--- src/sv/sst_pkg.sv ---
// shared types, codes and character classes of the source tokenizer
`timescale 1ns / 1ps
package sst_pkg;

    // scanner modes, one-hot
    typedef enum logic [15:0] {
        M_IDLE   = 16'h0001,
        M_LCOMM  = 16'h0002,
        M_BCOMM  = 16'h0004,
        M_BSTAR  = 16'h0008,
        M_IDENT  = 16'h0010,
        M_IDOT   = 16'h0020,
        M_DEC    = 16'h0040,
        M_DDOT   = 16'h0080,
        M_HEX    = 16'h0100,
        M_FRAC   = 16'h0200,
        M_ESTART = 16'h0400,
        M_ESIGN  = 16'h0800,
        M_EXP    = 16'h1000,
        M_STR    = 16'h2000,
        M_SESC   = 16'h4000,
        M_PEND   = 16'h8000
    } t_mode;

    // token kinds
    localparam logic [4:0] K_END   = 5'd0;
    localparam logic [4:0] K_IDENT = 5'd1;
    localparam logic [4:0] K_TRUE  = 5'd2;
    localparam logic [4:0] K_FALSE = 5'd3;
    localparam logic [4:0] K_IF    = 5'd4;
    localparam logic [4:0] K_ELSE  = 5'd5;
    localparam logic [4:0] K_WHILE = 5'd6;
    localparam logic [4:0] K_INT   = 5'd7;
    localparam logic [4:0] K_HEX   = 5'd8;
    localparam logic [4:0] K_FLOAT = 5'd9;
    localparam logic [4:0] K_STR   = 5'd10;
    localparam logic [4:0] K_LPAR  = 5'd11;
    localparam logic [4:0] K_RPAR  = 5'd12;
    localparam logic [4:0] K_LBRC  = 5'd13;
    localparam logic [4:0] K_RBRC  = 5'd14;
    localparam logic [4:0] K_COMMA = 5'd15;
    localparam logic [4:0] K_SEMI  = 5'd16;
    localparam logic [4:0] K_OP    = 5'd17;
    localparam logic [4:0] K_ERR   = 5'd18;

    // error codes
    localparam logic [2:0] E_NONE  = 3'd0;
    localparam logic [2:0] E_HEX   = 3'd1;
    localparam logic [2:0] E_EXP   = 3'd2;
    localparam logic [2:0] E_STR   = 3'd3;
    localparam logic [2:0] E_CHAR  = 3'd4;

    // keyword spellings, last character in the low byte
    localparam logic [39:0] KW_TRUE  = 40'h0054525545;
    localparam logic [39:0] KW_FALSE = 40'h46414C5345;
    localparam logic [39:0] KW_IF    = 40'h0000006966;
    localparam logic [39:0] KW_ELSE  = 40'h00656C7365;
    localparam logic [39:0] KW_WHILE = 40'h7768696C65;

    // one result record, position fields at their widest
    typedef struct packed {
        logic [4:0]  kind;
        logic [4:0]  op;
        logic [31:0] line;
        logic [31:0] col;
        logic [31:0] off;
        logic [31:0] len;
        logic [31:0] val;
        logic [2:0]  err;
        logic        last;
    } t_res;

    function automatic logic is_digit(input logic [7:0] b);
        return (b >= "0") && (b <= "9");
    endfunction

    function automatic logic is_alpha(input logic [7:0] b);
        return ((b >= "a") && (b <= "z")) || ((b >= "A") && (b <= "Z"));
    endfunction

    function automatic logic is_ident(input logic [7:0] b);
        return is_alpha(b) || is_digit(b) || (b == "_");
    endfunction

    // {valid, nibble}
    function automatic logic [4:0] hex_val(input logic [7:0] b);
        logic [4:0] r;
        r = 5'd0;
        if (is_digit(b))
            r = {1'b1, 4'(b - "0")};
        else if ((b >= "a") && (b <= "f"))
            r = {1'b1, 4'(b - "a" + 8'd10)};
        else if ((b >= "A") && (b <= "F"))
            r = {1'b1, 4'(b - "A" + 8'd10)};
        return r;
    endfunction

    // single-character operator, {valid, code}
    function automatic logic [5:0] op_single(input logic [7:0] b);
        logic [5:0] r;
        case (b)
            "+": r = {1'b1, 5'd8};
            "-": r = {1'b1, 5'd9};
            "*": r = {1'b1, 5'd10};
            "/": r = {1'b1, 5'd11};
            "&": r = {1'b1, 5'd12};
            "|": r = {1'b1, 5'd13};
            "^": r = {1'b1, 5'd14};
            "<": r = {1'b1, 5'd15};
            ">": r = {1'b1, 5'd16};
            "=": r = {1'b1, 5'd17};
            "~": r = {1'b1, 5'd18};
            "!": r = {1'b1, 5'd19};
            default: r = 6'd0;
        endcase
        return r;
    endfunction

    // two-character operator, {valid, code}
    function automatic logic [5:0] op_pair(input logic [7:0] a, input logic [7:0] b);
        logic [5:0] r;
        r = 6'd0;
        if (a == "<" && b == "<") r = {1'b1, 5'd0};
        else if (a == ">" && b == ">") r = {1'b1, 5'd1};
        else if (a == "&" && b == "&") r = {1'b1, 5'd2};
        else if (a == "|" && b == "|") r = {1'b1, 5'd3};
        else if (a == "=" && b == "=") r = {1'b1, 5'd4};
        else if (a == "!" && b == "=") r = {1'b1, 5'd5};
        else if (a == "<" && b == "=") r = {1'b1, 5'd6};
        else if (a == ">" && b == "=") r = {1'b1, 5'd7};
        return r;
    endfunction

    // identifier or keyword kind
    function automatic logic [4:0] kw_kind(input logic [39:0] kw, input logic [2:0] len,
                                           input logic dot);
        logic [4:0] k;
        k = K_IDENT;
        if (!dot) begin
            if (len == 3'd4 && kw == KW_TRUE) k = K_TRUE;
            else if (len == 3'd5 && kw == KW_FALSE) k = K_FALSE;
            else if (len == 3'd2 && kw == KW_IF) k = K_IF;
            else if (len == 3'd4 && kw == KW_ELSE) k = K_ELSE;
            else if (len == 3'd5 && kw == KW_WHILE) k = K_WHILE;
        end
        return k;
    endfunction

    function automatic t_res mk(input logic [4:0] kind, input logic [4:0] op,
                                input logic [31:0] line, input logic [31:0] col,
                                input logic [31:0] off, input logic [31:0] len,
                                input logic [31:0] val, input logic [2:0] err);
        t_res r;
        r.kind = kind;
        r.op   = op;
        r.line = line;
        r.col  = col;
        r.off  = off;
        r.len  = len;
        r.val  = val;
        r.err  = err;
        r.last = 1'b0;
        return r;
    endfunction

endpackage

--- src/sv/sst_scan.sv ---
// scanner state registers and per-byte next-state and token logic
`timescale 1ns / 1ps
module sst_scan #(
    parameter int LINE_BITS   = 16,
    parameter int OFFSET_BITS = 24
) (
    input  logic                  i_clk,
    input  logic                  i_rst_n,
    input  logic                  i_take,
    input  logic [7:0]            i_byte,
    input  logic                  i_end,
    output sst_pkg::t_res [1:0]   o_res,
    output logic [1:0]            o_cnt
);

    localparam logic [LINE_BITS-1:0]   LINE_MAX = '1;
    localparam logic [OFFSET_BITS-1:0] OFF_MAX  = '1;

    sst_pkg::t_mode           r_mode, n_mode;
    logic [7:0]               r_held, n_held;
    logic                     r_held_v, n_held_v;
    logic [LINE_BITS-1:0]     r_cur_line, n_cur_line, r_cur_col, n_cur_col;
    logic [OFFSET_BITS-1:0]   r_cur_off, n_cur_off;
    logic [LINE_BITS-1:0]     r_tok_line, n_tok_line, r_tok_col, n_tok_col;
    logic [OFFSET_BITS-1:0]   r_tok_off, n_tok_off;
    logic [31:0]              r_acc, n_acc;
    logic [39:0]              r_kw, n_kw;
    logic [2:0]               r_len, n_len;
    logic                     r_dot, n_dot;
    logic                     r_halted, n_halted;

    sst_pkg::t_res [1:0]      res;
    logic [1:0]               cnt;
    logic                     do_start;
    logic [7:0]               b;
    logic [4:0]               hv;
    logic [5:0]               op;
    logic [OFFSET_BITS-1:0]   d0, dm, dp;
    logic [31:0]              dot_col, dot_off;

    // token spans, before and after a trailing character
    always_comb begin
        d0 = r_cur_off - r_tok_off;
        dm = (d0 == '0) ? d0 : d0 - 1'b1;
        dp = (d0 == OFF_MAX) ? d0 : d0 + 1'b1;
        dot_col = 32'((r_cur_col > LINE_BITS'(1)) ? r_cur_col - 1'b1 : LINE_BITS'(1));
        dot_off = 32'((r_cur_off > '0) ? r_cur_off - 1'b1 : r_cur_off);
    end

    // next state and results for the byte in transfer
    always_comb begin
        n_mode = r_mode; n_held = r_held; n_held_v = r_held_v;
        n_cur_line = r_cur_line; n_cur_col = r_cur_col; n_cur_off = r_cur_off;
        n_tok_line = r_tok_line; n_tok_col = r_tok_col; n_tok_off = r_tok_off;
        n_acc = r_acc; n_kw = r_kw; n_len = r_len; n_dot = r_dot; n_halted = r_halted;
        res = '0;
        cnt = 2'd0;
        do_start = 1'b0;
        b = i_byte;
        hv = sst_pkg::hex_val(b);
        op = 6'd0;
        if (i_take) begin
            if (i_end) begin
                // flush the open token, then the end token unless the scan has halted on an error
                if (!r_halted) begin
                    case (r_mode)
                        sst_pkg::M_IDENT: begin
                            res[cnt[0]] = sst_pkg::mk(sst_pkg::kw_kind(r_kw, r_len, r_dot),
                                5'd0, 32'(r_tok_line), 32'(r_tok_col), 32'(r_tok_off),
                                32'(d0), 32'd0, sst_pkg::E_NONE);
                            cnt = cnt + 2'd1;
                        end
                        sst_pkg::M_IDOT: begin
                            res[cnt[0]] = sst_pkg::mk(sst_pkg::kw_kind(r_kw, r_len, r_dot),
                                5'd0, 32'(r_tok_line), 32'(r_tok_col), 32'(r_tok_off),
                                32'(dm), 32'd0, sst_pkg::E_NONE);
                            cnt = cnt + 2'd1;
                            res[cnt[0]] = sst_pkg::mk(sst_pkg::K_ERR, 5'd0, 32'(r_cur_line),
                                dot_col, dot_off, 32'd1, 32'd0, sst_pkg::E_CHAR);
                            cnt = cnt + 2'd1;
                            n_halted = 1'b1;
                        end
                        sst_pkg::M_DEC: begin
                            res[cnt[0]] = sst_pkg::mk(sst_pkg::K_INT, 5'd0, 32'(r_tok_line),
                                32'(r_tok_col), 32'(r_tok_off), 32'(d0), r_acc,
                                sst_pkg::E_NONE);
                            cnt = cnt + 2'd1;
                        end
                        sst_pkg::M_DDOT: begin
                            res[cnt[0]] = sst_pkg::mk(sst_pkg::K_INT, 5'd0, 32'(r_tok_line),
                                32'(r_tok_col), 32'(r_tok_off), 32'(dm), r_acc,
                                sst_pkg::E_NONE);
                            cnt = cnt + 2'd1;
                            res[cnt[0]] = sst_pkg::mk(sst_pkg::K_ERR, 5'd0, 32'(r_cur_line),
                                dot_col, dot_off, 32'd1, 32'd0, sst_pkg::E_CHAR);
                            cnt = cnt + 2'd1;
                            n_halted = 1'b1;
                        end
                        sst_pkg::M_HEX: begin
                            if (r_len == 3'd0) begin
                                res[cnt[0]] = sst_pkg::mk(sst_pkg::K_ERR, 5'd0,
                                    32'(r_tok_line), 32'(r_tok_col), 32'(r_tok_off),
                                    32'(d0), 32'd0, sst_pkg::E_HEX);
                                n_halted = 1'b1;
                            end else begin
                                res[cnt[0]] = sst_pkg::mk(sst_pkg::K_HEX, 5'd0,
                                    32'(r_tok_line), 32'(r_tok_col), 32'(r_tok_off),
                                    32'(d0), r_acc, sst_pkg::E_NONE);
                            end
                            cnt = cnt + 2'd1;
                        end
                        sst_pkg::M_FRAC, sst_pkg::M_EXP: begin
                            res[cnt[0]] = sst_pkg::mk(sst_pkg::K_FLOAT, 5'd0,
                                32'(r_tok_line), 32'(r_tok_col), 32'(r_tok_off),
                                32'(d0), 32'd0, sst_pkg::E_NONE);
                            cnt = cnt + 2'd1;
                        end
                        sst_pkg::M_ESTART, sst_pkg::M_ESIGN: begin
                            res[cnt[0]] = sst_pkg::mk(sst_pkg::K_ERR, 5'd0,
                                32'(r_tok_line), 32'(r_tok_col), 32'(r_tok_off),
                                32'(d0), 32'd0, sst_pkg::E_EXP);
                            cnt = cnt + 2'd1;
                            n_halted = 1'b1;
                        end
                        sst_pkg::M_STR, sst_pkg::M_SESC: begin
                            res[cnt[0]] = sst_pkg::mk(sst_pkg::K_ERR, 5'd0,
                                32'(r_tok_line), 32'(r_tok_col), 32'(r_tok_off),
                                32'(d0), 32'd0, sst_pkg::E_STR);
                            cnt = cnt + 2'd1;
                            n_halted = 1'b1;
                        end
                        sst_pkg::M_PEND: begin
                            if (r_held_v) begin
                                op = sst_pkg::op_single(r_held);
                                res[cnt[0]] = sst_pkg::mk(sst_pkg::K_OP, op[4:0],
                                    32'(r_tok_line), 32'(r_tok_col), 32'(r_tok_off),
                                    32'd1, 32'd0, sst_pkg::E_NONE);
                                cnt = cnt + 2'd1;
                            end
                        end
                        default: ;
                    endcase
                    if (!n_halted) begin
                        res[cnt[0]] = sst_pkg::mk(sst_pkg::K_END, 5'd0, 32'(r_cur_line),
                            32'(r_cur_col), 32'(r_cur_off), 32'd0, 32'd0, sst_pkg::E_NONE);
                        cnt = cnt + 2'd1;
                    end
                end
                // back to the reset state for the next source
                n_mode = sst_pkg::M_IDLE; n_held = 8'd0; n_held_v = 1'b0;
                n_cur_line = LINE_BITS'(1); n_cur_col = LINE_BITS'(1); n_cur_off = '0;
                n_tok_line = LINE_BITS'(1); n_tok_col = LINE_BITS'(1); n_tok_off = '0;
                n_acc = '0; n_kw = '0; n_len = '0; n_dot = 1'b0; n_halted = 1'b0;
            end else if (!r_halted) begin
                case (r_mode)
                    sst_pkg::M_LCOMM: if (b == "\n") n_mode = sst_pkg::M_IDLE;
                    sst_pkg::M_BCOMM: if (b == "*") n_mode = sst_pkg::M_BSTAR;
                    sst_pkg::M_BSTAR: begin
                        if (b == "/") n_mode = sst_pkg::M_IDLE;
                        else if (b == "*") n_mode = sst_pkg::M_BSTAR;
                        else n_mode = sst_pkg::M_BCOMM;
                    end
                    sst_pkg::M_IDENT, sst_pkg::M_IDOT: begin
                        if (sst_pkg::is_ident(b)) begin
                            if (r_mode == sst_pkg::M_IDOT) n_dot = 1'b1;
                            n_kw = {r_kw[31:0], b};
                            if (r_len < 3'd7) n_len = r_len + 3'd1;
                            n_mode = sst_pkg::M_IDENT;
                        end else if (r_mode == sst_pkg::M_IDENT && b == ".") begin
                            n_mode = sst_pkg::M_IDOT;
                        end else if (r_mode == sst_pkg::M_IDENT) begin
                            res[cnt[0]] = sst_pkg::mk(sst_pkg::kw_kind(r_kw, r_len, r_dot),
                                5'd0, 32'(r_tok_line), 32'(r_tok_col), 32'(r_tok_off),
                                32'(d0), 32'd0, sst_pkg::E_NONE);
                            cnt = cnt + 2'd1;
                            do_start = 1'b1;
                        end else begin
                            res[cnt[0]] = sst_pkg::mk(sst_pkg::kw_kind(r_kw, r_len, r_dot),
                                5'd0, 32'(r_tok_line), 32'(r_tok_col), 32'(r_tok_off),
                                32'(dm), 32'd0, sst_pkg::E_NONE);
                            cnt = cnt + 2'd1;
                            res[cnt[0]] = sst_pkg::mk(sst_pkg::K_ERR, 5'd0, 32'(r_cur_line),
                                dot_col, dot_off, 32'd1, 32'd0, sst_pkg::E_CHAR);
                            cnt = cnt + 2'd1;
                            n_halted = 1'b1;
                        end
                    end
                    sst_pkg::M_DEC: begin
                        if (sst_pkg::is_digit(b)) begin
                            n_acc = {r_acc[28:0], 3'd0} + {r_acc[30:0], 1'b0}
                                    + 32'(b - "0");
                            if (r_len < 3'd7) n_len = r_len + 3'd1;
                        end else if ((b == "x" || b == "X") && r_len == 3'd1
                                     && r_acc == 32'd0) begin
                            n_len = 3'd0;
                            n_mode = sst_pkg::M_HEX;
                        end else if (b == ".") begin
                            n_mode = sst_pkg::M_DDOT;
                        end else if (b == "e" || b == "E") begin
                            n_mode = sst_pkg::M_ESTART;
                        end else begin
                            res[cnt[0]] = sst_pkg::mk(sst_pkg::K_INT, 5'd0, 32'(r_tok_line),
                                32'(r_tok_col), 32'(r_tok_off), 32'(d0), r_acc,
                                sst_pkg::E_NONE);
                            cnt = cnt + 2'd1;
                            do_start = 1'b1;
                        end
                    end
                    sst_pkg::M_DDOT: begin
                        if (sst_pkg::is_digit(b)) begin
                            n_mode = sst_pkg::M_FRAC;
                        end else begin
                            res[cnt[0]] = sst_pkg::mk(sst_pkg::K_INT, 5'd0, 32'(r_tok_line),
                                32'(r_tok_col), 32'(r_tok_off), 32'(dm), r_acc,
                                sst_pkg::E_NONE);
                            cnt = cnt + 2'd1;
                            res[cnt[0]] = sst_pkg::mk(sst_pkg::K_ERR, 5'd0, 32'(r_cur_line),
                                dot_col, dot_off, 32'd1, 32'd0, sst_pkg::E_CHAR);
                            cnt = cnt + 2'd1;
                            n_halted = 1'b1;
                        end
                    end
                    sst_pkg::M_HEX: begin
                        if (hv[4]) begin
                            n_acc = {r_acc[27:0], hv[3:0]};
                            if (r_len < 3'd7) n_len = r_len + 3'd1;
                        end else if (r_len == 3'd0) begin
                            res[cnt[0]] = sst_pkg::mk(sst_pkg::K_ERR, 5'd0, 32'(r_tok_line),
                                32'(r_tok_col), 32'(r_tok_off), 32'(d0), 32'd0,
                                sst_pkg::E_HEX);
                            cnt = cnt + 2'd1;
                            n_halted = 1'b1;
                        end else begin
                            res[cnt[0]] = sst_pkg::mk(sst_pkg::K_HEX, 5'd0, 32'(r_tok_line),
                                32'(r_tok_col), 32'(r_tok_off), 32'(d0), r_acc,
                                sst_pkg::E_NONE);
                            cnt = cnt + 2'd1;
                            do_start = 1'b1;
                        end
                    end
                    sst_pkg::M_FRAC, sst_pkg::M_EXP: begin
                        if (r_mode == sst_pkg::M_FRAC && (b == "e" || b == "E")) begin
                            n_mode = sst_pkg::M_ESTART;
                        end else if (!sst_pkg::is_digit(b)) begin
                            res[cnt[0]] = sst_pkg::mk(sst_pkg::K_FLOAT, 5'd0,
                                32'(r_tok_line), 32'(r_tok_col), 32'(r_tok_off),
                                32'(d0), 32'd0, sst_pkg::E_NONE);
                            cnt = cnt + 2'd1;
                            do_start = 1'b1;
                        end
                    end
                    sst_pkg::M_ESTART, sst_pkg::M_ESIGN: begin
                        if (r_mode == sst_pkg::M_ESTART && (b == "+" || b == "-")) begin
                            n_mode = sst_pkg::M_ESIGN;
                        end else if (sst_pkg::is_digit(b)) begin
                            n_mode = sst_pkg::M_EXP;
                        end else begin
                            res[cnt[0]] = sst_pkg::mk(sst_pkg::K_ERR, 5'd0, 32'(r_tok_line),
                                32'(r_tok_col), 32'(r_tok_off), 32'(d0), 32'd0,
                                sst_pkg::E_EXP);
                            cnt = cnt + 2'd1;
                            n_halted = 1'b1;
                        end
                    end
                    sst_pkg::M_STR: begin
                        if (b == "\"") begin
                            res[cnt[0]] = sst_pkg::mk(sst_pkg::K_STR, 5'd0, 32'(r_tok_line),
                                32'(r_tok_col), 32'(r_tok_off), 32'(dp), 32'd0,
                                sst_pkg::E_NONE);
                            cnt = cnt + 2'd1;
                            n_mode = sst_pkg::M_IDLE;
                        end else if (b == "\\") begin
                            n_mode = sst_pkg::M_SESC;
                        end
                    end
                    sst_pkg::M_SESC: n_mode = sst_pkg::M_STR;
                    sst_pkg::M_PEND: begin
                        n_held_v = 1'b0;
                        op = sst_pkg::op_pair(r_held, b);
                        if (r_held == "/" && b == "/") begin
                            n_mode = sst_pkg::M_LCOMM;
                        end else if (r_held == "/" && b == "*") begin
                            n_mode = sst_pkg::M_BCOMM;
                        end else if (op[5]) begin
                            res[cnt[0]] = sst_pkg::mk(sst_pkg::K_OP, op[4:0], 32'(r_tok_line),
                                32'(r_tok_col), 32'(r_tok_off), 32'd2, 32'd0,
                                sst_pkg::E_NONE);
                            cnt = cnt + 2'd1;
                            n_mode = sst_pkg::M_IDLE;
                        end else begin
                            op = sst_pkg::op_single(r_held);
                            res[cnt[0]] = sst_pkg::mk(sst_pkg::K_OP, op[4:0], 32'(r_tok_line),
                                32'(r_tok_col), 32'(r_tok_off), 32'd1, 32'd0,
                                sst_pkg::E_NONE);
                            cnt = cnt + 2'd1;
                            do_start = 1'b1;
                        end
                    end
                    default: do_start = 1'b1;
                endcase

                // a new token begins at this byte
                if (do_start) begin
                    n_tok_line = r_cur_line; n_tok_col = r_cur_col; n_tok_off = r_cur_off;
                    n_acc = '0; n_kw = '0; n_len = '0; n_dot = 1'b0; n_held_v = 1'b0;
                    n_mode = sst_pkg::M_IDLE;
                    op = sst_pkg::op_single(b);
                    if (b == " " || b == "\t" || b == "\r" || b == "\n") begin
                        n_mode = sst_pkg::M_IDLE;
                    end else if (sst_pkg::is_alpha(b) || b == "_") begin
                        n_kw = {32'd0, b};
                        n_len = 3'd1;
                        n_mode = sst_pkg::M_IDENT;
                    end else if (sst_pkg::is_digit(b)) begin
                        n_acc = 32'(b - "0");
                        n_len = 3'd1;
                        n_mode = sst_pkg::M_DEC;
                    end else if (b == "\"") begin
                        n_mode = sst_pkg::M_STR;
                    end else if (b == "<" || b == ">" || b == "&" || b == "|" || b == "="
                                 || b == "!" || b == "/") begin
                        n_held = b;
                        n_held_v = 1'b1;
                        n_mode = sst_pkg::M_PEND;
                    end else begin
                        res[cnt[0]] = sst_pkg::mk(sst_pkg::K_OP, op[4:0], 32'(r_cur_line),
                            32'(r_cur_col), 32'(r_cur_off), 32'd1, 32'd0, sst_pkg::E_NONE);
                        case (b)
                            "(": res[cnt[0]].kind = sst_pkg::K_LPAR;
                            ")": res[cnt[0]].kind = sst_pkg::K_RPAR;
                            "{": res[cnt[0]].kind = sst_pkg::K_LBRC;
                            "}": res[cnt[0]].kind = sst_pkg::K_RBRC;
                            ",": res[cnt[0]].kind = sst_pkg::K_COMMA;
                            ";": res[cnt[0]].kind = sst_pkg::K_SEMI;
                            default: begin
                                if (!op[5]) begin
                                    res[cnt[0]].kind = sst_pkg::K_ERR;
                                    res[cnt[0]].err  = sst_pkg::E_CHAR;
                                    n_halted = 1'b1;
                                end
                            end
                        endcase
                        if (res[cnt[0]].kind != sst_pkg::K_OP) res[cnt[0]].op = 5'd0;
                        cnt = cnt + 2'd1;
                    end
                end

                // position after this byte, saturating
                if (b == "\n") begin
                    if (r_cur_line != LINE_MAX) n_cur_line = r_cur_line + 1'b1;
                    n_cur_col = LINE_BITS'(1);
                end else if (r_cur_col != LINE_MAX) begin
                    n_cur_col = r_cur_col + 1'b1;
                end
                if (r_cur_off != OFF_MAX) n_cur_off = r_cur_off + 1'b1;
            end
            if (cnt != 2'd0) res[cnt[0] ^ 1'b1].last = 1'b1;
        end
    end

    assign o_res = res;
    assign o_cnt = cnt;

    // scanner state
    always_ff @(posedge i_clk) begin
        if (!i_rst_n) begin
            r_mode <= sst_pkg::M_IDLE; r_held <= 8'd0; r_held_v <= 1'b0;
            r_cur_line <= LINE_BITS'(1); r_cur_col <= LINE_BITS'(1); r_cur_off <= '0;
            r_tok_line <= LINE_BITS'(1); r_tok_col <= LINE_BITS'(1); r_tok_off <= '0;
            r_acc <= '0; r_kw <= '0; r_len <= '0; r_dot <= 1'b0; r_halted <= 1'b0;
        end else begin
            r_mode <= n_mode; r_held <= n_held; r_held_v <= n_held_v;
            r_cur_line <= n_cur_line; r_cur_col <= n_cur_col; r_cur_off <= n_cur_off;
            r_tok_line <= n_tok_line; r_tok_col <= n_tok_col; r_tok_off <= n_tok_off;
            r_acc <= n_acc; r_kw <= n_kw; r_len <= n_len; r_dot <= n_dot;
            r_halted <= n_halted;
        end
    end

endmodule

--- src/sv/sst_fifo.sv ---
// four-entry result queue taking up to two results per cycle
`timescale 1ns / 1ps
module sst_fifo (
    input  logic                  i_clk,
    input  logic                  i_rst_n,
    input  sst_pkg::t_res [1:0]   i_res,
    input  logic [1:0]            i_cnt,
    output logic                  o_room,
    output logic                  o_valid,
    output sst_pkg::t_res         o_res,
    input  logic                  i_ready
);

    localparam int DEPTH = 4;

    sst_pkg::t_res        r_mem [DEPTH];
    logic [1:0]           r_wp, r_rp;
    logic [2:0]           r_count, n_count;
    logic                 pop;

    assign o_valid = (r_count != 3'd0);
    assign o_res   = r_mem[r_rp];
    assign o_room  = (r_count <= 3'd2);
    assign pop     = o_valid && i_ready;
    assign n_count = r_count + 3'(i_cnt) - 3'(pop);

    // entry storage
    always_ff @(posedge i_clk) begin
        if (i_cnt != 2'd0) r_mem[r_wp] <= i_res[0];
        if (i_cnt == 2'd2) r_mem[r_wp + 2'd1] <= i_res[1];
    end

    // pointers and fill level
    always_ff @(posedge i_clk) begin
        if (!i_rst_n) begin
            r_wp <= 2'd0;
            r_rp <= 2'd0;
            r_count <= 3'd0;
        end else begin
            r_wp <= r_wp + i_cnt;
            r_rp <= r_rp + 2'(pop);
            r_count <= n_count;
        end
    end

endmodule

--- src/sv/script_source_tokenizer_top.sv ---
// source tokenizer: byte stream in, one token per output transfer
// a token is registered in the result queue with the byte that completes it
// throughput: one byte per cycle while the four-entry result queue has room for two
// results; the queue drains one token per ready cycle, so two-token bytes slow intake
// reset: synchronous active low, clears scanner state, positions and the queue
`timescale 1ns / 1ps
module script_source_tokenizer_top #(
    parameter int LINE_BITS   = 16,
    parameter int OFFSET_BITS = 24
) (
    input  logic                  i_clk,
    input  logic                  i_rst_n,
    input  logic                  i_s_tvalid,
    output logic                  o_s_tready,
    input  logic [7:0]            i_s_tdata,   // src_byte
    input  logic                  i_s_tuser,   // end_of_source
    output logic                  o_m_tvalid,
    input  logic                  i_m_tready,
    output logic [((45 + 2 * LINE_BITS + 2 * OFFSET_BITS + 7) / 8) * 8 - 1:0] o_m_tdata,
                                               // token_kind, op_code, start_line, start_col,
                                               // start_offset, byte_length, int_value,
                                               // error_code, zero fill
    output logic                  o_m_tlast    // last_of_run
);

    localparam int FIELD_W = 45 + 2 * LINE_BITS + 2 * OFFSET_BITS;
    localparam int DATA_W  = ((FIELD_W + 7) / 8) * 8;

    sst_pkg::t_res [1:0]  scan_res;
    logic [1:0]           scan_cnt;
    sst_pkg::t_res        q_res;
    logic                 take;

    assign take = i_s_tvalid && o_s_tready;

    sst_scan #(
        .LINE_BITS   (LINE_BITS),
        .OFFSET_BITS (OFFSET_BITS)
    ) u_scan (
        .i_clk   (i_clk),
        .i_rst_n (i_rst_n),
        .i_take  (take),
        .i_byte  (i_s_tdata),
        .i_end   (i_s_tuser),
        .o_res   (scan_res),
        .o_cnt   (scan_cnt)
    );

    sst_fifo u_fifo (
        .i_clk   (i_clk),
        .i_rst_n (i_rst_n),
        .i_res   (scan_res),
        .i_cnt   (scan_cnt),
        .o_room  (o_s_tready),
        .o_valid (o_m_tvalid),
        .o_res   (q_res),
        .i_ready (i_m_tready)
    );

    // pack the result fields, first field lowest
    assign o_m_tdata = {(DATA_W - FIELD_W)'(0), q_res.err, q_res.val,
                        q_res.len[OFFSET_BITS-1:0], q_res.off[OFFSET_BITS-1:0],
                        q_res.col[LINE_BITS-1:0], q_res.line[LINE_BITS-1:0],
                        q_res.op, q_res.kind};
    assign o_m_tlast = q_res.last;

endmodule

--- config.mk ---
export PLATFORM = sky130hd
export DESIGN_NAME = script_source_tokenizer_top
export DESIGN_NICKNAME = d
export VERILOG_FILES = /design/src/sv/sst_pkg.sv /design/src/sv/sst_scan.sv /design/src/sv/sst_fifo.sv /design/src/sv/script_source_tokenizer_top.sv
export SDC_FILE = /design/constraint.sdc
export NUM_CORES = 2
export LEC_CHECK = 0
export ABC_CLOCK_PERIOD_IN_PS = 19300
export BUFFER_PORTS_ARGS = -buffer_cell sky130_fd_sc_hd__buf_2
export CAP_MARGIN = 20
export CORE_MARGIN = 10
export CORE_UTILIZATION = 46
export DETAILED_ROUTE_END_ITERATION = 12
export HOLD_SLACK_MARGIN = 0.03
export PLACE_DENSITY = 0.72
export SYNTH_ARGS = -nofsm -noshare
export SYNTH_HDL_FRONTEND = slang
export SYNTH_SLANG_ARGS = --single-unit
export TNS_END_PERCENT = 1
--- constraint.sdc ---
create_clock -name i_clk -period 19.3 [get_ports i_clk]
set_input_delay 4.825 -clock i_clk [delete_from_list [all_inputs] [get_ports i_clk]]
set_output_delay 4.825 -clock i_clk [all_outputs]
set_load 0.05 [all_outputs]
======== Word-level counts from Yosys, hierarchy flattened ========
Memories as Yosys holds them, arrays and structs flattened. A register that Yosys moved wholly into a read port is not among the register bits.
Cells that the tools add are included.
operators by class
  magnitude comparators ................... 18
  eq/ne operators ......................... 91
  mux-type cells .......................... 297
  add/subtract/negate cells ............... 24
  bitwise operators ....................... 1
  reductions and logical operators ........ 85
operators by type and width
  kind                                             number
  two-way mux 348 bit                              27
  two-way mux 174 bit                              30
  bitwise mux 348 bit                              12
  one-hot mux 348 bit (6 select lines)             1
  one-hot mux 174 bit (9 select lines)             1
  one-hot mux 174 bit (8 select lines)             1
  demux 174 bit (select 1 bit)                     6
  two-way mux 16 bit                               40
  one-hot mux 174 bit (2 select lines)             1
  two-way mux 173 bit                              2
  two-way mux 169 bit                              2
  two-way mux 32 bit                               10
  two-way mux 40 bit                               6
  == test 8 x 6 -> 1 bit, second input constant    25
  two-way mux 24 bit                               8
  one-hot mux 16 bit (11 select lines)             1
  two-way mux 172 bit                              1
  == test 8 x 7 -> 1 bit, second input constant    15
  two-way mux 6 bit                                16
  == test 40 x 31 -> 1 bit, second input constant  2
  == test 40 x 39 -> 1 bit, second input constant  2
  two-way mux 8 bit                                9
  one-hot mux 6 bit (12 select lines)              1
  adder 32 bit                                     2
  other kinds (90)                                 295
storage, ports and cells
  word-level logic and storage cells ...... 534
  memories kept ........................... 1
  bits in registers ....................... 221
  input port bits ......................... 13
  memory bits (writable) .................. 696
  output and inout bits ................... 131
memories
  name          words  width  rd ports  clocked after Yosys merged registers in  write ports  RTL line        RTL
  u_fifo.r_mem  4      174    1         1                                        2            sst_fifo.sv:16  sst_pkg::t_res r_mem [DEPTH];

======== Depth between registers and ports, before layout ========
  depth after elaboration ................. 55
  depth in mapped cells ................... 22
  gate-level depth less buffers ........... 20

======== Cells and area by module ========
From an unflattened synthesis, not the netlist that was laid out.
second synthesis, totals
  cells, all modules ...................... 5018
  area total of the unflattened synthesis .. 56324.0 sq um
by module, submodules not included
  module                       area each (sq um)  times used  cells an instance  sequential area each (sq um)
  sst_fifo                     33754.9            1           1728               21040.2
  sst_scan                     22536.6            1           3285               4284.1
  script_source_tokenizer_top  32.5               1           5                  0.0

======== Worst setup path after synthesis ========
OpenSTA, ideal clock, no wires.
  path kind ............................... input-to-reg
  start ................................... input port i_s_tdata[1]
  end ..................................... memory u_fifo.r_mem[0][0] (netlist name) (enable)
  library setup time ...................... 0.795 ns
  path buffers ............................ 1
  required time ........................... 18.505 ns
  stages .................................. 15
  setup slack ............................. 1.483 ns
  data arrival time ....................... 17.023 ns
  path through ............................ buf_2 inv_1 ha_1 nor4b_1 nand4_1 or4_1 and4_1 a2111oi_4 and3_1 nand3_1 a21oi_1 o21ai_1 inv_1 nor2_1 o31ai_1
RTL lines
  item                RTL line                           RTL
  start: declaration  script_source_tokenizer_top.sv:15  input logic [7:0] i_s_tdata,
  end: declaration    sst_fifo.sv:16

==> results.md <==
* Switching power at 2.00 mW
* DP Area at between 40000 and 50000 sq um
* Max cap viols at 0
* Via/cell ratio at 6.49
* WS Path Type: in2reg
* Synth warn at 0
* Area growth syn-to-layout at 8.82%
* Post-route clock period utilization at approximately three fifths
* Average size of a mapped cell at between 9 and 10 sq um
* RSZ-0062 raised after global routing: false
* Clock skew at ~0.024 ns
* Synth area leaders: edfxtp_1, dfxtp_1, mux4_2, nand2_1, o21ai_0
* Starting Density at between 40% and 50%
* Share of cells above drive strength 1 at roughly an eighth
* Antenna viol nets, final at 0
* Largest net degree at the start of global routing at 92
* DR iter-0 viols at ~5300
* Synth async-reset ratio at 0%
* Final critical-path setup slack at approximately 7.5 ns
* IO Pins at 144
* Cell internal pwr at approximately 3.2 mW
* Overall global routing resource usage at about a quarter
* Setup crit end kind: register
* Vias in the first global route at approximately 36000
* Chip Width at 334 um
* Most common cell in the synthesized netlist: nand2_1
* Peak VDD IR at between 0.08 and 0.09 mV
* Status: complete, no violations
* Seq cells post-synth at between 700 and 800
* Post-synthesis sequential area ratio at approximately 43%
* Final wirelength at around 150 mm
* H-tree levels at 3
* Post-synth EDFFs at 504
* DP HPWL at 101 mm
* Clock transition at path regs at ~0.06 ns
* Cell taking the most area after synthesis: edfxtp_1
* Tot Pwr at between 5 and 6 mW
* Fmax at roughly 85 MHz
* Placement Rows at between 100 and 150
* Post-Route Setup TNS at 0 ns
* Post-synth top flop: edfxtp_1
* Leak Pwr at ~17 nW
* Fin crit period at 11.79 ns
* Worst Reg-to-Reg Cells at 14
* Synth top area share at approximately a third
* Final setup viols at 0
* Distinct cells, synth at approximately 110
* Clock share of power at between 20% and 30%
* Design Area, Final at about 49000 sq um
* End-of-flow core utilization at approximately 50%
* Crit path max fanout at between 70 and 80
* Worst EP required at ~20 ns
* Worst path arrival time at roughly 12 ns
* Root Driver: clkbuf_16
* Hold buffer count at CTS at 0
* Initial antenna violation count at 6
* Pre-CTS setup slack at 7.05 ns
* First-pass GRT wire length at between 200 and 250 mm
* Post-synth top cells: nand2_1, edfxtp_1, nor2_1
* Clock Latency Late Sink at roughly 0.66 ns
* Slew at the pin closest to its max-slew limit at ~1.2 ns
* Nets at around 5000
* Syn Std Cell Area at approximately 45000 sq um
* Startpoint Class: primary input
* Worst hold path depth at 2
* Share of power burned in registers at 36.5%
* CTS tree: built
* Worst hold path type: reg2reg
* Grt ovf at 0
* Vias at 39800
* Post-CTS sizing at 0
* Gate Count Post-Synth at just under 5000
* DRC at 0
* Cts bufs inserted at 78
* Combinational power share at a little over a third
* Wirelength per Cell at around 25 um
* Sw frac at about two fifths
* Routability Congestion at ~1
* Die Y at around 330 um
* CTS sink count at 725
* Slew Limit Fails at 0
* Power Dens Cells at 105 nW/um^2
* First drt pass iteration count at 6
* Core area at 98100 sq um
* Rel. slew slack at 18.1%
* Deepest clock path buffer count at 3
* Fin. Hold Viols at 0
* Postcts setup bufs at 0
* Area of the die at between 100000 and 150000 sq um
* IO Port Bufs at 140
[final timing paths]
check | startpoint | slack, ns | end
setup / recovery | i_s_tdata[1] | 7.51 | u_fifo.r_mem[0][135]
hold / removal | u_scan.r_kw[35] | 0.47 | u_scan.r_kw[35]
setup reg to reg | u_scan.r_mode[15] | 11.45 | u_fifo.r_mem[0][135]
hold reg to reg | u_scan.r_kw[35] | 0.47 | u_scan.r_kw[35]
[worst max-delay path, stage by stage]
cell and delay [ns]:
buf_2 0.23, inv_1 0.13, ha_1 0.38, nor4b_1 0.53
o21a_1 0.30, o22ai_1 0.20, o31ai_1 0.57, a311o_1 0.26
nand3_2 0.43, nand2_1 0.17, and3_2 0.19, buf_4 0.66
nand3_2 0.88, o31ai_4 0.46, buf_4 0.77, buf_4 0.82
[area by class of cell]
cell class                 instances  area, sq um
clock buffer                     110         2240
multi-input combinational       3652        24000
sequential                       725        19600
antenna                            4         10.0
inverter                          97          368
fill                            8837        48700
tap                             1287         1610
clock inverter                    34          289
timing repair buffer             226         1380
[cells in the final DEF (no fill, tap or decap), types with 31 or more instances in the layout]
cell type / instances
nand2_1: 675
a221oi_1: 73
and3_1: 54
inv_1: 93
nor2b_1: 53
a21o_1: 35
nor3_1: 107
nor4_1: 44
o21ai_0: 407
nor2_1: 463
ha_1: 82
buf_2: 138
a31oi_1: 38
clkbuf_16: 83
a21boi_0: 120
and2_1: 42
nand4_1: 49
fa_1: 31
buf_4: 86
xor2_1: 62
nand3_1: 254
edfxtp_1: 504
dfxtp_1: 219
mux4_2: 126
xnor2_1: 69
a21oi_1: 235
or3_1: 40
o21ai_1: 51
a311o_1: 44
[layer usage]
metal  share of wire [%]  vias to the layer above  wire length, um  global-route usage, %
li1                    -                    17900                -                      -
met1                  41                    19300            62700                   36.9
met2                  44                     2290            67300                   39.5
met3                  11                      324            16400                   4.86
met4                 3.2                        2             4830                   8.39
met5               0.011                        -               17                      0
[kinds of logic (layout without fill, tap and decap cells)]
group | count (synthesis) | count (layout) | share of synthesized area (%)
AO/OA/AOI/OAI | 1288 | 1288 | 18.7
XOR/XNOR | 135 | 135 | 2.67
adder cells (fa/ha/maj) | 113 | 113 | 3.63
buffers and inverters | 506 | 467 | 4.59
flip-flops | 725 | 725 | 43.1
multiplexers | 149 | 149 | 6.77
other | 1 | 7 | 0.00826
AND/OR/NAND/NOR | 1964 | 1964 | 20.5
[sequential cells by signal, summed over array words and instances, names as in the netlist, 3 cells and up]
signal and count:
u_scan.r_acc 32, u_scan.r_cur_line 16, u_scan.r_cur_off 24, u_scan.r_tok_col 16, u_scan.r_cur_col 16, u_scan.r_tok_line 16
u_scan.r_tok_off 24, u_scan.r_held 8, u_scan.r_len 3, u_fifo.r_mem 504, u_fifo.r_count 3, u_scan.r_mode 16
u_scan.r_kw 40
[through the flow]
step | std cells | hold WS (ns)
3_3_place_gp | 5985 | 0.456
2_1_floorplan | 4883 | 0.441
5_1_grt | 6134 | 0.493
4_1_cts | 6129 | 0.468
6_report | 6135 | 0.466
3_5_place_dp | 5985 | 0.459
[power groups by stage]
stage	registers (mW)	logic, mW	clock network [mW]
6_report	1.89	1.80	1.49
5_1_grt	1.90	1.89	1.57
4_1_cts	1.91	1.77	1.51
3_5_place_dp	1.94	1.76	0
3_3_place_gp	1.93	1.76	0
2_1_floorplan	1.91	1.33	0
Power figures use the tool's default switching activity.
